`config.mk`:
```
export PLATFORM = sky130hd
export DESIGN_NAME = sfc_plane_build
export DESIGN_NICKNAME = d
export VERILOG_FILES = /design/src/sfc_pkg.sv /design/src/sfc_plane_build.sv
export SDC_FILE = /design/constraint.sdc
export NUM_CORES = 2
export LEC_CHECK = 0
export BUFFER_PORTS_ARGS = -buffer_cell sky130_fd_sc_hd__buf_2
export CAP_MARGIN = 10
export CORE_UTILIZATION = 25
export DETAILED_ROUTE_END_ITERATION = 6
export PLACE_DENSITY = 0.44
export SYNTH_ARGS = -nofsm -noshare
export SYNTH_HDL_FRONTEND = slang
export SYNTH_SLANG_ARGS = --single-unit
```
`constraint.sdc`:
```
create_clock -name clock -period 32.6 [get_ports clock]
set_input_delay 1.63 -clock clock [delete_from_list [all_inputs] [get_ports clock]]
set_output_delay 1.63 -clock clock [all_outputs]
set_load 0.005 [all_outputs]
```
`src/sfc_pkg.sv`:
```
// Shared types, codes and helpers for the four-plane sphere culling block.
package sfc_pkg;

   localparam int NPLANES = 4;

   localparam logic [2:0] REG_ROW0_XY = 3'd0;
   localparam logic [2:0] REG_ROW0_ZW = 3'd1;
   localparam logic [2:0] REG_ROW2_XY = 3'd2;
   localparam logic [2:0] REG_ROW2_ZW = 3'd3;
   localparam logic [2:0] REG_ROW3_XY = 3'd4;
   localparam logic [2:0] REG_ROW3_ZW = 3'd5;
   localparam logic [2:0] REG_EPSILON = 3'd6;

   localparam logic [2:0] CULL_NONE  = 3'd0;
   localparam logic [2:0] CULL_LEFT  = 3'd1;
   localparam logic [2:0] CULL_RIGHT = 3'd2;
   localparam logic [2:0] CULL_NEAR  = 3'd3;
   localparam logic [2:0] CULL_FAR   = 3'd4;

   localparam logic [15:0] EPSILON_RESET = 16'd7;

   typedef struct packed {
      logic signed [17:0] nx;
      logic signed [17:0] ny;
      logic signed [17:0] nz;
      logic signed [31:0] w;
   } plane_type;

   typedef struct packed {
      logic signed [31:0] cx;
      logic signed [31:0] cy;
      logic signed [31:0] cz;
      logic signed [31:0] rad;
      logic [2:0]         culled;
   } sphere_type;

   function automatic logic signed [31:0] sat_sum(input logic signed [31:0] a,
                                                  input logic signed [31:0] b,
                                                  input logic sub);
      logic signed [32:0] s;
      begin
         s = sub ? (33'(a) - 33'(b)) : (33'(a) + 33'(b));
         if (s[32] != s[31]) begin
            sat_sum = s[32] ? 32'sh8000_0000 : 32'sh7FFF_FFFF;
         end else begin
            sat_sum = s[31:0];
         end
      end
   endfunction

   function automatic logic signed [31:0] word_sel(input logic [63:0] xy,
                                                   input logic [63:0] zw,
                                                   input logic [1:0] c);
      begin
         case (c)
            2'd0: word_sel = xy[31:0];
            2'd1: word_sel = xy[63:32];
            2'd2: word_sel = zw[31:0];
            default: word_sel = zw[63:32];
         endcase
      end
   endfunction

endpackage

```
`src/sfc_plane_build.sv`:
```
// Sequencer that derives and normalizes the four planes with an iterative root and divider.
module sfc_plane_build (
   input  logic                              clock,
   input  logic                              reset,
   input  logic                              start,
   input  logic [63:0]                       row0_xy,
   input  logic [63:0]                       row0_zw,
   input  logic [63:0]                       row2_xy,
   input  logic [63:0]                       row2_zw,
   input  logic [63:0]                       row3_xy,
   input  logic [63:0]                       row3_zw,
   input  logic [15:0]                       epsilon,
   output logic                              busy,
   output sfc_pkg::plane_type [3:0]          planes
);
   import sfc_pkg::*;

   localparam logic [2:0] ST_IDLE = 3'd0;
   localparam logic [2:0] ST_SQ   = 3'd1;
   localparam logic [2:0] ST_ACC  = 3'd2;
   localparam logic [2:0] ST_CHK  = 3'd3;
   localparam logic [2:0] ST_SQRT = 3'd4;
   localparam logic [2:0] ST_DIVI = 3'd5;
   localparam logic [2:0] ST_DIV  = 3'd6;

   logic [2:0]  state_ff, state_in;
   logic [1:0]  p_ff, p_in, c_ff, c_in;
   logic [63:0] sq_ff, sq_in, len2_ff, len2_in, src_ff, src_in;
   logic [35:0] rem_ff, rem_in;
   logic [31:0] root_ff, root_in;
   logic [5:0]  cnt_ff, cnt_in;
   logic [47:0] q_ff, q_in;
   logic [32:0] drem_ff, drem_in;
   logic        neg_ff, neg_in;
   plane_type [3:0] plane_ff, plane_in;

   logic signed [31:0] raw, other;
   logic [32:0] neg33;
   logic [31:0] mag;
   logic [35:0] remsh;
   logic [33:0] trial, dt;
   logic [47:0] qf;
   logic [31:0] res;

   always_comb begin
      other = p_ff[1] ? word_sel(row2_xy, row2_zw, c_ff) : word_sel(row0_xy, row0_zw, c_ff);
      raw   = sat_sum(word_sel(row3_xy, row3_zw, c_ff), other, p_ff[0] ^ p_ff[1]);
      neg33 = -{raw[31], raw};
      mag   = raw[31] ? neg33[31:0] : raw;
   end

   always_comb begin
      state_in = state_ff;
      p_in     = p_ff;
      c_in     = c_ff;
      sq_in    = sq_ff;
      len2_in  = len2_ff;
      src_in   = src_ff;
      rem_in   = rem_ff;
      root_in  = root_ff;
      cnt_in   = cnt_ff;
      q_in     = q_ff;
      drem_in  = drem_ff;
      neg_in   = neg_ff;
      plane_in = plane_ff;
      remsh    = {rem_ff[33:0], src_ff[63:62]};
      trial    = {root_ff, 2'b01};
      dt       = {drem_ff, q_ff[47]};
      qf       = q_ff;
      res      = '0;
      unique case (state_ff)
         ST_IDLE: begin
         end
         ST_SQ: begin
            sq_in    = {32'b0, mag} * {32'b0, mag};
            state_in = ST_ACC;
         end
         ST_ACC: begin
            len2_in = len2_ff + sq_ff;
            if (c_ff == 2'd2) begin
               c_in     = 2'd0;
               state_in = ST_CHK;
            end else begin
               c_in     = c_ff + 2'd1;
               state_in = ST_SQ;
            end
         end
         ST_CHK: begin
            if (len2_ff == 64'd0 || len2_ff < {32'b0, epsilon, 16'b0}) begin
               plane_in[p_ff] = '0;
               len2_in = '0;
               c_in    = 2'd0;
               if (p_ff == 2'd3) begin
                  state_in = ST_IDLE;
               end else begin
                  p_in     = p_ff + 2'd1;
                  state_in = ST_SQ;
               end
            end else begin
               src_in   = len2_ff;
               rem_in   = '0;
               root_in  = '0;
               cnt_in   = '0;
               state_in = ST_SQRT;
            end
         end
         ST_SQRT: begin
            if (remsh >= {2'b0, trial}) begin
               rem_in  = remsh - {2'b0, trial};
               root_in = {root_ff[30:0], 1'b1};
            end else begin
               rem_in  = remsh;
               root_in = {root_ff[30:0], 1'b0};
            end
            src_in = {src_ff[61:0], 2'b00};
            cnt_in = cnt_ff + 6'd1;
            if (cnt_ff == 6'd31) begin
               c_in     = 2'd0;
               state_in = ST_DIVI;
            end
         end
         ST_DIVI: begin
            q_in     = {mag, 16'b0};
            drem_in  = '0;
            neg_in   = raw[31];
            cnt_in   = '0;
            state_in = ST_DIV;
         end
         ST_DIV: begin
            if (dt >= {2'b0, root_ff}) begin
               drem_in = 33'(dt - {2'b0, root_ff});
               qf      = {q_ff[46:0], 1'b1};
            end else begin
               drem_in = dt[32:0];
               qf      = {q_ff[46:0], 1'b0};
            end
            q_in   = qf;
            cnt_in = cnt_ff + 6'd1;
            if (cnt_ff == 6'd47) begin
               if (qf[47:31] != '0) begin
                  res = neg_ff ? 32'h8000_0000 : 32'h7FFF_FFFF;
               end else begin
                  res = neg_ff ? 32'(-qf[31:0]) : qf[31:0];
               end
               case (c_ff)
                  2'd0: plane_in[p_ff].nx = res[17:0];
                  2'd1: plane_in[p_ff].ny = res[17:0];
                  2'd2: plane_in[p_ff].nz = res[17:0];
                  default: plane_in[p_ff].w = res;
               endcase
               if (c_ff == 2'd3) begin
                  len2_in = '0;
                  c_in    = 2'd0;
                  if (p_ff == 2'd3) begin
                     state_in = ST_IDLE;
                  end else begin
                     p_in     = p_ff + 2'd1;
                     state_in = ST_SQ;
                  end
               end else begin
                  c_in     = c_ff + 2'd1;
                  state_in = ST_DIVI;
               end
            end
         end
         default: begin
            state_in = ST_IDLE;
         end
      endcase
      if (start) begin
         state_in = ST_SQ;
         p_in     = 2'd0;
         c_in     = 2'd0;
         len2_in  = '0;
      end
   end

   always_ff @(posedge clock) begin
      if (reset) begin
         state_ff <= ST_SQ;
         p_ff     <= 2'd0;
         c_ff     <= 2'd0;
         len2_ff  <= '0;
      end else begin
         state_ff <= state_in;
         p_ff     <= p_in;
         c_ff     <= c_in;
         len2_ff  <= len2_in;
      end
      sq_ff    <= sq_in;
      src_ff   <= src_in;
      rem_ff   <= rem_in;
      root_ff  <= root_in;
      cnt_ff   <= cnt_in;
      q_ff     <= q_in;
      drem_ff  <= drem_in;
      neg_ff   <= neg_in;
      plane_ff <= plane_in;
   end

   assign busy   = (state_ff != ST_IDLE);
   assign planes = plane_ff;

endmodule

```
==> impl_metrics.env <==
export IMPL_postCtsSetupRepairBufs=0
export IMPL_detailedPlacementHpwl_mm=212
export IMPL_num_fill_cells=30500
export IMPL_timing_slew_headroom_pct=17.6
export IMPL_crit_top_cell="fa_1"
export IMPL_via_per_inst=4.92
export IMPL_worst_skew_pair_late_latency_ps=760
export IMPL_clock_skew_final_ps=104
export IMPL_synth_top_cell_area_share_pct=25.9
export IMPL_run_status="complete, but fails checks"
export IMPL_numCtsBuffers=90
export IMPL_clk_transition_reported_paths_ps=60
export IMPL_gp_congestion=0.875
export IMPL_largest_net_degree_at_the_start_of_global_routing=120
export IMPL_finalHoldViolCount=0
export IMPL_route_detailed_wl_per_inst_microns=22.6
export IMPL_via_count_of_the_first_global_routing_pass=60300
export IMPL_cts_tree="built"
export IMPL_ports=748
export IMPL_critical_path_slowest_cell="nor4_1"
export IMPL_yosys_warnings=0
export IMPL_path_max_fanout=46
export IMPL_flow_area_growth_from_synthesis_pct=15.7
export IMPL_postCtsHoldBufs=0
export IMPL_postCtsResizedCells=0
export IMPL_cp_data_arrival_time_ps=20060
export IMPL_synth_enable_flop_cells=625
export IMPL_die_w_microns=540
export IMPL_layout_min_cycle_time_ps=19590
export IMPL_fin_setup_tns_ps=0
export IMPL_synthArstFlopShare_pct=0
export IMPL_placed_cells=12100
export IMPL_grt_util_all_layers_pct=18.6
export IMPL_io_buffers=747
export IMPL_delay_of_the_slowest_critical_path_stage_ps=740
export IMPL_synth_area_per_cell_sq_um=9.24
export IMPL_gr_total_overflow=0
export IMPL_critPathRequiredTime_ps=33080
export IMPL_maxClockFrequency_mhz=51.1
export IMPL_timing_final_setup_violations=0
export IMPL_syn_area_sq_um=72400
export IMPL_synth_register_bits=696
export IMPL_drt_pass_1_iters=7
export IMPL_netlist_instances=7831
export IMPL_synth_lib_cells_used_distinct=99
export IMPL_clock_sinks=696
export IMPL_drv_max_cap_violation_count=0
export IMPL_rows=197
export IMPL_antenna_left=0
export IMPL_slew_of_the_pin_with_the_lowest_slew_margin_ps=1240
export IMPL_initial_core_util_pct=25.1
export IMPL_die_h_microns=540
export IMPL_ys_top_cells_by_count="1178 x inv_1, 984 x nand2_1, 802 x fa_1"
export IMPL_non_filler_instance_count_after_layout=12300
export IMPL_route_detailed_drc=14
export IMPL_detailed_place_area_sq_um=80700
export IMPL_period_share_pct=60.1
export IMPL_worstSetupPathType="flop to flop"
export IMPL_ctsHtreeMaxLevel=3
export IMPL_grt_pass1_wl_mm=409
export IMPL_reg2regPathDepth=66
export IMPL_violations="design-rule violations"
export IMPL_ys_flop_type="edfxtp_1"
export IMPL_unrepaired_setup_endpoints_after_global_routing="no"
export IMPL_placeableCoreArea_sq_um=288000
export IMPL_route_final_wire_length_mm=279
export IMPL_yosysSeqAreaShare_pct=27.9
export IMPL_synthDominantAreaCellType="edfxtp_1"
export IMPL_cts_max_path_buffers=3
export IMPL_critical_path_startpoint_type="flop"
export IMPL_final_nets=10100
export IMPL_min_path_type="flop to flop"
export IMPL_critical_path_endpoint_type="flop"
export IMPL_post_synth_top_count_cell="inv_1"
export IMPL_die_area_sq_um=292000
export IMPL_netlist_top_cells_area="edfxtp_1 26%, fa_1 22%, ha_1 8.0%"
export IMPL_drive_gt1_share_pct=13.3
export IMPL_final_max_slew_viol_count=0
export IMPL_drt_initial_drc_count=5254
export IMPL_clock_root_buffer="clkbuf_16"
export IMPL_design_area_sq_um=83700
export IMPL_via_count=60500
export IMPL_number_of_antenna_violations_at_the_first_check_in_global_routing=28
export IMPL_min_path_cells=2
## cell usage in the layout (no fill, tap or decap), drive strengths merged, types with 14 or more instances in the layout
cell type,count
nor2,634
dfxtp,71
xnor2,159
o211ai,90
nand2,984
clkbuf,113
fa,802
a211oi,45
ha,464
nor3,55
a21o,150
buf,879
or3,25
a222oi,62
nand3,108
inv,1185
a21oi,316
xor2,102
a22oi,148
o21a,51
and2,44
a31oi,59
nand2b,53
and3,46
nor4,34
o21bai,39
conb,26
edfxtp,625
o21ai,579
clkinv,50
o221ai,30
mux2i,75
a32o,14
nor3b,15
a22o,63
o31ai,19
nand4,41
nor2b,44
## critical path, delay by kind of cell (launching register included)
kind	cells	cell delay [ps]
AOI/OAI and AO/OA	21	4970
xor gates and xnor gates	3	580
adders and majority gates	13	6000
buffers and inverters	12	2450
DFF	1	360
muxes	1	250
and+or+nand+nor	16	4620
## state kept, by name, indices dropped and copies added (netlist names)
register	cells
c_ff	2
cnt_ff	6
drem_ff	33
len2_ff	64
neg_ff	1
p_ff	2
planes	344
q_ff	48
rem_ff	34
root_ff	32
sq_ff	63
src_ff	64
state_ff	3
## logic make-up (layout without fill, tap and decap cells)
family | count (synthesis) | count (layout) | share of synthesized area (%)
AO/OA/AOI/OAI | 1814 | 1814 | 16.4
XOR/XNOR | 261 | 261 | 3.18
adder cells (fa/ha/maj) | 1266 | 1266 | 30.2
buffers and inverters | 1583 | 2238 | 8.35
flip-flops | 696 | 696 | 27.9
multiplexers | 86 | 86 | 1.31
other | 2 | 36 | 0.0104
AND/OR/NAND/NOR | 2123 | 2123 | 12.7
## per-layer routing
metal	vias up	track usage [%]	routed length, microns
li1	27700	-	-
met1	30500	25.6	125000
met2	1921	30.4	130000
met3	366	2.29	14300
met4	4	5.68	9190
met5	-	0	30
## final cells by class
cell class	count	area, sq um	share of cell area, %
sequential	696	20200	24.1
multi-input combinational	5576	46600	55.6
clock inverter	54	584	0.698
antenna	10	25.0	0.0299
clock buffer	113	2440	2.91
timing repair buffer	879	4740	5.66
inverter	1192	4480	5.34
tap	3781	4730	5.65
## through the flow
stage	utilization (%)	hold WS, ps	worst slack (ps)
detailed placement	28.0	493	13300
global placement	28.0	493	13450
CTS	29.1	455	13290
global route	29.1	483	11800
floorplan	-	467	15010
finish	29.1	466	13010
## worst paths after layout
check | start | to | slack (ps)
max reg2reg | c_ff[0] | sq_ff[63] | 13010
max | c_ff[0] | sq_ff[63] | 13010
min reg2reg | src_ff[38] | src_ff[40] | 470
min | src_ff[38] | src_ff[40] | 470
Power is left out: the tool's default activity adds up to more than one toggle a clock period on the data nets, which glitch-free logic cannot reach.
